===== config.mk =====
export PLATFORM = sky130hd
export DESIGN_NAME = wheel_encoder_speed_odometry_top
export DESIGN_NICKNAME = d
export VERILOG_FILES = /design/src/sv/wodo_pkg.sv /design/src/sv/wheel_encoder_speed_odometry_top.sv /design/src/sv/wodo_div.sv /design/src/sv/wodo_bank.sv
export SDC_FILE = /design/constraint.sdc
export NUM_CORES = 2
export LEC_CHECK = 0
export ABC_AREA = 0
export BUFFER_PORTS_ARGS = -buffer_cell sky130_fd_sc_hd__clkbuf_2
export CAP_MARGIN = 10
export CORE_ASPECT_RATIO = 2
export CORE_MARGIN = 4
export CORE_UTILIZATION = 25
export CTS_BUF_LIST = sky130_fd_sc_hd__clkbuf_4
export DETAILED_ROUTE_END_ITERATION = 8
export HOLD_SLACK_MARGIN = 0.06
export PLACE_DENSITY = 0.46
export SLEW_MARGIN = 15
export SYNTH_ARGS = -nofsm -noshare
export SYNTH_HDL_FRONTEND = slang
export SYNTH_SLANG_ARGS = --single-unit

===== constraint.sdc =====
create_clock -name i_clk -period 17.26 [get_ports i_clk]
set_input_delay 2.589 -clock i_clk [delete_from_list [all_inputs] [get_ports i_clk]]
set_output_delay 2.589 -clock i_clk [all_outputs]
set_load 0.05 [all_outputs]

===== src/sv/wodo_pkg.sv =====
// Shared types and constants for the wheel encoder speed and odometry block.
package wodo_pkg;

    // Command codes carried in tuser
    localparam logic [1:0] CMD_EDGE   = 2'd0;
    localparam logic [1:0] CMD_SAMPLE = 2'd1;
    localparam logic [1:0] CMD_RESET  = 2'd2;
    localparam logic [1:0] CMD_SPARE  = 2'd3;

    // Configuration register indexes
    localparam logic [1:0] CFG_DEBOUNCE = 2'd0;
    localparam logic [1:0] CFG_STALL    = 2'd1;
    localparam logic [1:0] CFG_UM_TICK  = 2'd2;

    // Configuration reset values
    localparam logic [15:0] DEBOUNCE_RST = 16'd50;
    localparam logic [31:0] STALL_RST    = 32'd100000;
    localparam logic [15:0] UM_TICK_RST  = 16'd100;

    // Divider geometry: left-justified dividend, two quotient bits per cycle
    localparam int DVD_W = 48;
    localparam int DVS_W = 32;
    localparam int CNT_W = 5;
    localparam int MAG_W = 26;
    localparam int DIST_W = 39;
    localparam int SPEED_W = 27;
    localparam logic [CNT_W-1:0] DIST_STEPS  = CNT_W'(DVD_W / 2);
    localparam logic [CNT_W-1:0] SPEED_STEPS = CNT_W'(MAG_W / 2);
    localparam logic [DVS_W-1:0] MM_SCALE    = 32'd1000;

    typedef struct packed {
        logic              start;
        logic [DVD_W-1:0]  dividend;
        logic [DVS_W-1:0]  divisor;
        logic [CNT_W-1:0]  steps;
    } t_div_req;

    typedef struct packed {
        logic [31:0] count;
        logic [31:0] last;
        logic [31:0] gap;
        logic [31:0] base;
        logic        rev;
    } t_wheel_rd;

    typedef struct packed {
        logic        edge_we;
        logic        base_all;
        logic [31:0] now;
        logic [31:0] gap;
        logic        rev;
    } t_wheel_wr;

endpackage


===== src/sv/wheel_encoder_speed_odometry_top.sv =====
// Top level: encoder edge debounce, period speed and odometry sequencer.
//
//  channel | dir | payload
//  --------+-----+-----------------------------------------------------------
//  s_axis  | in  | tuser: command[1:0], side[2]; tdata: timestamp_us[31:0],
//          |     |   b_level[32], zero pad to 40 bits
//  m_axis  | out | tdata: accepted, reverse, edge_total, effective_period_us,
//          |     |   speed_mm_s, distance_mm (see port), zero pad to 136 bits
//  cfg     | in  | i_cfg_we / i_cfg_index / i_cfg_wdata, write only
//
// Sequence: an edge, reset or unused command goes from the load step straight
// to the done state. A sample runs the load step, then distance / 1000 (24
// divider steps) and um_per_tick*1000 / period (13 steps), both on the one
// shared divider (two quotient bits a cycle), then goes into the output
// register; a zero period skips the second division.
// Input tready is high only while the sequencer is idle; one finished item
// may wait in the output register while the next item is taken in, and a
// further result stalls the sequencer until the output register frees up.
// Synchronous active-low reset clears wheel state and loads config defaults.
module wheel_encoder_speed_odometry_top #(
    parameter int NUM_WHEELS = 2
) (
    input  logic           i_clk,
    input  logic           i_rst_n,
    // stream in
    input  logic           i_s_axis_tvalid,
    output logic           o_s_axis_tready,
    input  logic [39:0]    i_s_axis_tdata,  // timestamp_us[31:0], b_level[32]
    input  logic [2:0]     i_s_axis_tuser,  // command[1:0], side[2]
    // stream out
    output logic           o_m_axis_tvalid,
    input  logic           i_m_axis_tready,
    // accepted[0], reverse[1], edge_total[33:2], effective_period_us[65:34],
    // speed_mm_s[92:66], distance_mm[131:93]
    output logic [135:0]   o_m_axis_tdata,
    // configuration
    input  logic           i_cfg_we,
    input  logic [1:0]     i_cfg_index,
    input  logic [31:0]    i_cfg_wdata
);

    localparam int IDX_W = (NUM_WHEELS > 1) ? $clog2(NUM_WHEELS) : 1;
    localparam int PAD_W = wodo_pkg::DVD_W - wodo_pkg::MAG_W;

    typedef enum logic [4:0] {
        ST_IDLE  = 5'b00001,
        ST_LOAD  = 5'b00010,
        ST_DIST  = 5'b00100,
        ST_SPEED = 5'b01000,
        ST_DONE  = 5'b10000
    } t_state;

    t_state r_state, n_state;

    // configuration registers
    logic [15:0] r_debounce;
    logic [31:0] r_stall;
    logic [15:0] r_um;

    // latched item
    logic [1:0]  r_cmd;
    logic        r_side;
    logic [31:0] r_now;
    logic        r_blev;

    // per-item results
    logic                         r_acc;
    logic [31:0]                  r_period;
    logic [wodo_pkg::DIST_W-1:0]  r_dist;
    logic [wodo_pkg::MAG_W-1:0]   r_mag;

    logic         r_out_valid;
    logic [135:0] r_out_data;
    logic [135:0] n_out_data;

    logic [IDX_W-1:0]     idx;
    logic                 side_ok;
    wodo_pkg::t_wheel_rd  rd;
    wodo_pkg::t_wheel_wr  wr;
    wodo_pkg::t_div_req   div_req;
    logic                 div_done;
    logic [wodo_pkg::DVD_W-1:0] div_quot;

    logic [31:0] since;
    logic        deb_ok;
    logic [31:0] period_sel;
    logic [31:0] ticks;
    logic [47:0] dist_prod;
    logic [wodo_pkg::MAG_W-1:0] speed_num;
    logic        is_sample;
    logic        out_free;
    logic [wodo_pkg::SPEED_W-1:0] speed;

    assign idx     = IDX_W'(r_side);
    assign side_ok = 32'(r_side) < NUM_WHEELS;
    assign out_free = !r_out_valid || i_m_axis_tready;
    assign is_sample = (r_cmd == wodo_pkg::CMD_SAMPLE) && side_ok;

    wodo_bank #(
        .NUM_WHEELS (NUM_WHEELS),
        .IDX_W      (IDX_W)
    ) u_bank (
        .i_clk   (i_clk),
        .i_rst_n (i_rst_n),
        .i_idx   (idx),
        .i_wr    (wr),
        .o_rd    (rd)
    );

    wodo_div u_div (
        .i_clk   (i_clk),
        .i_rst_n (i_rst_n),
        .i_req   (div_req),
        .o_done  (div_done),
        .o_quot  (div_quot)
    );

    // Time since the last accepted edge, wrapping
    always_comb begin
        since  = r_now - rd.last;
        deb_ok = since >= {16'b0, r_debounce};
        if ((rd.gap == '0) || (since > r_stall)) begin
            period_sel = '0;
        end else begin
            period_sel = (since > rd.gap) ? since : rd.gap;
        end
        ticks     = rd.count - rd.base;
        dist_prod = 48'(ticks) * 48'(r_um);
        speed_num = wodo_pkg::MAG_W'(32'(r_um) * wodo_pkg::MM_SCALE);
    end

    // State updates happen at the end of the load cycle
    always_comb begin
        wr.edge_we  = (r_state == ST_LOAD) && (r_cmd == wodo_pkg::CMD_EDGE)
                      && side_ok && deb_ok;
        wr.base_all = (r_state == ST_LOAD) && (r_cmd == wodo_pkg::CMD_RESET);
        wr.now      = r_now;
        wr.gap      = since;
        wr.rev      = r_blev;
    end

    // Divider requests: distance first, then speed
    always_comb begin
        div_req.start    = 1'b0;
        div_req.dividend = dist_prod;
        div_req.divisor  = wodo_pkg::MM_SCALE;
        div_req.steps    = wodo_pkg::DIST_STEPS;
        if ((r_state == ST_LOAD) && is_sample) begin
            div_req.start = 1'b1;
        end else if ((r_state == ST_DIST) && div_done && (r_period != '0)) begin
            div_req.start    = 1'b1;
            div_req.dividend = {speed_num, PAD_W'(0)};
            div_req.divisor  = r_period;
            div_req.steps    = wodo_pkg::SPEED_STEPS;
        end
    end

    always_comb begin
        n_state = r_state;
        unique case (r_state)
            ST_IDLE: begin
                if (i_s_axis_tvalid) n_state = ST_LOAD;
            end
            ST_LOAD: begin
                n_state = is_sample ? ST_DIST : ST_DONE;
            end
            ST_DIST: begin
                if (div_done) n_state = (r_period != '0) ? ST_SPEED : ST_DONE;
            end
            ST_SPEED: begin
                if (div_done) n_state = ST_DONE;
            end
            ST_DONE: begin
                if (out_free) n_state = ST_IDLE;
            end
            default: n_state = ST_IDLE;
        endcase
    end

    always_ff @(posedge i_clk) begin
        if (!i_rst_n) begin
            r_state <= ST_IDLE;
        end else begin
            r_state <= n_state;
        end
    end

    // Configuration
    always_ff @(posedge i_clk) begin
        if (!i_rst_n) begin
            r_debounce <= wodo_pkg::DEBOUNCE_RST;
            r_stall    <= wodo_pkg::STALL_RST;
            r_um       <= wodo_pkg::UM_TICK_RST;
        end else if (i_cfg_we) begin
            unique case (i_cfg_index)
                wodo_pkg::CFG_DEBOUNCE: r_debounce <= i_cfg_wdata[15:0];
                wodo_pkg::CFG_STALL:    r_stall    <= i_cfg_wdata;
                wodo_pkg::CFG_UM_TICK:  r_um       <= i_cfg_wdata[15:0];
                default: ;
            endcase
        end
    end

    // Item latch and working results
    always_ff @(posedge i_clk) begin
        if ((r_state == ST_IDLE) && i_s_axis_tvalid) begin
            r_cmd  <= i_s_axis_tuser[1:0];
            r_side <= i_s_axis_tuser[2];
            r_now  <= i_s_axis_tdata[31:0];
            r_blev <= i_s_axis_tdata[32];
        end
        if (r_state == ST_LOAD) begin
            r_acc    <= wr.edge_we;
            r_period <= is_sample ? period_sel : '0;
            r_dist   <= '0;
            r_mag    <= '0;
        end
        if ((r_state == ST_DIST) && div_done) begin
            r_dist <= wodo_pkg::DIST_W'(div_quot);
        end
        if ((r_state == ST_SPEED) && div_done) begin
            r_mag <= div_quot[wodo_pkg::MAG_W-1:0];
        end
    end

    // Signed speed: negate magnitude when running in reverse
    assign speed = rd.rev ? wodo_pkg::SPEED_W'(-{1'b0, r_mag})
                          : wodo_pkg::SPEED_W'({1'b0, r_mag});

    // Result word; unused command or absent wheel leaves every field zero
    always_comb begin
        n_out_data = '0;
        if (side_ok && (r_cmd != wodo_pkg::CMD_SPARE)) begin
            n_out_data[0]    = r_acc;
            n_out_data[1]    = rd.rev;
            n_out_data[33:2] = rd.count;
            if (is_sample) begin
                n_out_data[65:34]  = r_period;
                n_out_data[92:66]  = speed;
                n_out_data[131:93] = r_dist;
            end
        end
    end

    // Output register
    always_ff @(posedge i_clk) begin
        if (!i_rst_n) begin
            r_out_valid <= 1'b0;
        end else if ((r_state == ST_DONE) && out_free) begin
            r_out_valid <= 1'b1;
        end else if (i_m_axis_tready) begin
            r_out_valid <= 1'b0;
        end
    end

    always_ff @(posedge i_clk) begin
        if ((r_state == ST_DONE) && out_free) begin
            r_out_data <= n_out_data;
        end
    end

    assign o_s_axis_tready = (r_state == ST_IDLE);
    assign o_m_axis_tvalid = r_out_valid;
    assign o_m_axis_tdata  = r_out_data;

endmodule


===== src/sv/wodo_div.sv =====
// Shared restoring divider, two quotient bits per cycle, left-justified dividend.
module wodo_div (
    input  logic                                i_clk,
    input  logic                                i_rst_n,
    input  wodo_pkg::t_div_req                  i_req,
    output logic                                o_done,
    output logic [wodo_pkg::DVD_W-1:0]          o_quot
);

    logic [wodo_pkg::CNT_W-1:0] r_cnt;
    logic [wodo_pkg::DVD_W-1:0] r_dvd;
    logic [wodo_pkg::DVS_W-1:0] r_dvs;
    logic [wodo_pkg::DVS_W-1:0] r_rem;
    logic [wodo_pkg::DVD_W-1:0] r_quot;
    logic                       r_done;

    logic [wodo_pkg::DVS_W:0]   rem_a;
    logic [wodo_pkg::DVS_W:0]   rem_b;
    logic [wodo_pkg::DVS_W-1:0] rem_a2;
    logic [wodo_pkg::DVS_W-1:0] n_rem;
    logic                       ge_a;
    logic                       ge_b;

    always_comb begin
        rem_a  = {r_rem, r_dvd[wodo_pkg::DVD_W-1]};
        ge_a   = rem_a >= {1'b0, r_dvs};
        rem_a2 = ge_a ? wodo_pkg::DVS_W'(rem_a - {1'b0, r_dvs})
                      : wodo_pkg::DVS_W'(rem_a);
        rem_b  = {rem_a2, r_dvd[wodo_pkg::DVD_W-2]};
        ge_b   = rem_b >= {1'b0, r_dvs};
        n_rem  = ge_b ? wodo_pkg::DVS_W'(rem_b - {1'b0, r_dvs})
                      : wodo_pkg::DVS_W'(rem_b);
    end

    always_ff @(posedge i_clk) begin
        if (!i_rst_n) begin
            r_cnt  <= '0;
            r_done <= 1'b0;
        end else begin
            r_done <= (r_cnt == wodo_pkg::CNT_W'(1)) && !i_req.start;
            if (i_req.start) begin
                r_cnt <= i_req.steps;
            end else if (r_cnt != '0) begin
                r_cnt <= r_cnt - 1'b1;
            end
        end
    end

    always_ff @(posedge i_clk) begin
        if (i_req.start) begin
            r_dvd  <= i_req.dividend;
            r_dvs  <= i_req.divisor;
            r_rem  <= '0;
            r_quot <= '0;
        end else if (r_cnt != '0) begin
            r_dvd  <= {r_dvd[wodo_pkg::DVD_W-3:0], 2'b00};
            r_rem  <= n_rem;
            r_quot <= {r_quot[wodo_pkg::DVD_W-3:0], ge_a, ge_b};
        end
    end

    assign o_done = r_done;
    assign o_quot = r_quot;

endmodule


===== src/sv/wodo_bank.sv =====
// Per-wheel encoder state: counts, edge times, gaps, baselines, direction.
module wodo_bank #(
    parameter int NUM_WHEELS = 2,
    parameter int IDX_W      = 1
) (
    input  logic                i_clk,
    input  logic                i_rst_n,
    input  logic [IDX_W-1:0]    i_idx,
    input  wodo_pkg::t_wheel_wr i_wr,
    output wodo_pkg::t_wheel_rd o_rd
);

    logic [31:0] r_count [NUM_WHEELS];
    logic [31:0] r_last  [NUM_WHEELS];
    logic [31:0] r_gap   [NUM_WHEELS];
    logic [31:0] r_base  [NUM_WHEELS];
    logic        r_rev   [NUM_WHEELS];

    always_ff @(posedge i_clk) begin
        if (!i_rst_n) begin
            for (int i = 0; i < NUM_WHEELS; i++) begin
                r_count[i] <= '0;
                r_last[i]  <= '0;
                r_gap[i]   <= '0;
                r_base[i]  <= '0;
                r_rev[i]   <= 1'b0;
            end
        end else begin
            for (int i = 0; i < NUM_WHEELS; i++) begin
                if (i_wr.base_all) begin
                    r_base[i] <= r_count[i];
                end
                if (i_wr.edge_we && (i_idx == IDX_W'(i))) begin
                    r_count[i] <= r_count[i] + 32'd1;
                    r_last[i]  <= i_wr.now;
                    r_gap[i]   <= i_wr.gap;
                    r_rev[i]   <= i_wr.rev;
                end
            end
        end
    end

    assign o_rd.count = r_count[i_idx];
    assign o_rd.last  = r_last[i_idx];
    assign o_rd.gap   = r_gap[i_idx];
    assign o_rd.base  = r_base[i_idx];
    assign o_rd.rev   = r_rev[i_idx];

endmodule


==> reports/summary.txt <==
status: completed
Mapped Cells: 5,733
Clock H-tree levels: 4
post_cts resized: 0
sequential cell area: 21,100 µm²
row count: 250
share of layout cells above drive strength 1: 0.1139
initial detailed-routing violation count: 1,673
CP max FO: 44
distinct cell type count after synthesis: 85
placed wire-length estimate: 133,400 µm
max-slew violations: 0
Congestion Overflow GR: 0
chip width: 348.8 µm
Synth area leaders: edfxtp_1, fa_1, ha_1, dfxtp_1, and2_1
dominant cell type by area after synthesis: edfxtp_1
dpl cells: 8,795
Worst Setup End Kind: flop
vias in the first global route: 45,696
count leader, synth: nand2_1
antenna violations before repair: 26
Setup CP Type: flop to flop
Routability Congestion: 0.8504
total global-route track usage: 0.1460
Tcrit/Tclk final: 0.6817
multi-input logic area: 33,860 µm²
RSZ-0062 raised after global routing: no
Max Freq: 84.99 MHz
endpoints failing setup: 0
Mean Syn Cell Area: 10.13 µm²
TritonCTS Buffers: 193
Routed wire per std cell: 19.35 µm
die area: 240,500 µm²
number of flops mapped to enable cells by yosys: 604
Worst-path clk slew: 0.08 ns
top cell type's share of synthesized area: 0.3123
clock buffer depth: 4
Max-Cap Viols: 0
antenna viol nets, final: 0
Final Hold Fails: 0
slowest cell on the critical path: o41ai_1
Clock Skew: 0.1718 ns
starting density of the core: 0.2509
WL final: 177,200 µm
Sink Count: 752
synthesized flop and latch total: 752
CTS tree: yes
wire length of the first global-routing pass: 269,200 µm
setup TNS: 0 ns
worst relative slew slack: 0.2626
FF-to-FF path depth: 35
Non-Filler Instances: 9,158
CP Data Arrival Time: 12.60 ns
Post-CTS Setup Repair Bufs: 0
Slew @ Worst Pin: 1.106 ns
Final min period: 11.77 ns
Min-Delay Path Class: flop to flop
routed vias: 42,101
total power: 0.01229 W
LEAKAGE: 27.87 nW
IO buf count: 208
largest net degree at the start of global routing: 95
sequential area share after synthesis: 0.3633
WP data required: 18.09 ns
final core utilization: 0.2814
Fillers: 24,568
area of the mapped netlist: 58,070 µm²
Ys Warns: 0
IO Count: 220
Setup crit start kind: flop
ys async rst share: 0
DR DRC count: 0
ys flop type: edfxtp_1
hold depth: 2
Root Driver: clkbuf_4
DR vias/cell: 4.597
top post-synthesis cells by count: nand2_1, edfxtp_1, inv_1
Core Footprint: 231,500 µm²
nets: 6,909
FF-to-FF setup slack: 5.49 ns
slowest stage delay, CP: 0.94 ns
maximum VDD drop: 0.2530 mV
Initial DRT Pass Iterations: 7
cell mode on critical path: fa_1
cts hold-fix bufs: 0
Pwr Density: 188.7 nW/µm²
clock latency on the worst-skew pair: 1.19 ns
Die Y: 689.6 µm
Area growth syn-to-layout: 12.18%
## where the power goes
part | leakage (nW) | internal [W] | switching (W)
Combinational | 19.3 | 0.00325 | 0.00518
Sequential | 7.12 | 0.00219 | 0.000131
Clock | 1.41 | 0.000743 | 0.000797
Total | 27.9 | 0.00618 | 0.00611
## state kept, by name (all words and copies together), names as in the netlist, 39 cells and up, named ones only
| name | count |
|---|---|
| r_dist | 39 |
| u_bank.r_last | 64 |
| o_m_axis_tdata | 132 |
| u_bank.r_count | 64 |
| u_bank.r_gap | 64 |
| u_bank.r_base | 64 |
| u_div.r_dvd | 48 |
| u_div.o_quot | 39 |
## path summary, 6_finish.rpt
check | from | to
hold reg to reg | u_div.o_quot[9] | u_div.o_quot[11]
hold / removal | u_div.o_quot[9] | u_div.o_quot[11]
setup reg to reg | flop | u_div.r_dvd[47]
setup / recovery | flop | u_div.r_dvd[47]
## per-stage QoR
stage / area (µm²) / setup slack, ns / hold slack, ns
after floorplan: 58080 / 4.369 / 0.4273
after detailed placement: 62730 / 5.311 / 0.4402
final: 65150 / 5.494 / 0.4468
after global placement: 62730 / 5.294 / 0.4363
after global routing: 65120 / 4.943 / 0.4739
after CTS: 65090 / 5.383 / 0.4492
## layout make-up
| cell class | count | area share |
|---|---|---|
| multi-input cells | 4118 | 0.5197 |
| flip-flops and latches | 752 | 0.3239 |
| well taps | 3024 | 0.05808 |
| inverters | 605 | 0.03486 |
| clock buffers | 258 | 0.02973 |
| repair buffers | 296 | 0.02631 |
| clock inverters | 81 | 0.006434 |
| diodes | 24 | 0.0009219 |
## worst max-delay path: cells and delay by family (launching register included)
kind                       cells  cell delay [ns]
DFF                            1             0.48
buffers and inverters          4             0.74
AOI/OAI and AO/OA             14             4.08
muxes                          2             0.58
adders and majority gates      9             4.06
and+or+nand+nor                6             1.52
## cells in the final DEF, fill, tap and decap left out, types with 207 or more instances in the layout
cell type | Yosys | final
nand2_1 | 660 | 655
edfxtp_1 | 604 | 604
inv_1 | 604 | 602
fa_1 | 476 | 476
and2_1 | 431 | 429
ha_1 | 385 | 385
nor2_1 | 299 | 296
a21oi_1 | 270 | 269
clkbuf_4 | 0 | 258
clkbuf_2 | 0 | 207
## cell families after synthesis
group,share of synthesized area
AO/OA/AOI/OAI,0.1070
other,0.00006458
multiplexers,0.02538
XOR/XNOR,0.03695
AND/OR/NAND/NOR,0.1622
adder cells (fa/ha/maj),0.2470
buffers and inverters,0.05796
flip-flops,0.3633
## layer usage
metal	vias up	GRT usage	wire [µm]
met5	-	0	104
met4	14	0.07388	9557
met3	421	0.02440	7201
met2	861	0.2849	96460
met1	20800	0.1477	63910
li1	20005	-	-
Power figures use the tool's default switching activity.
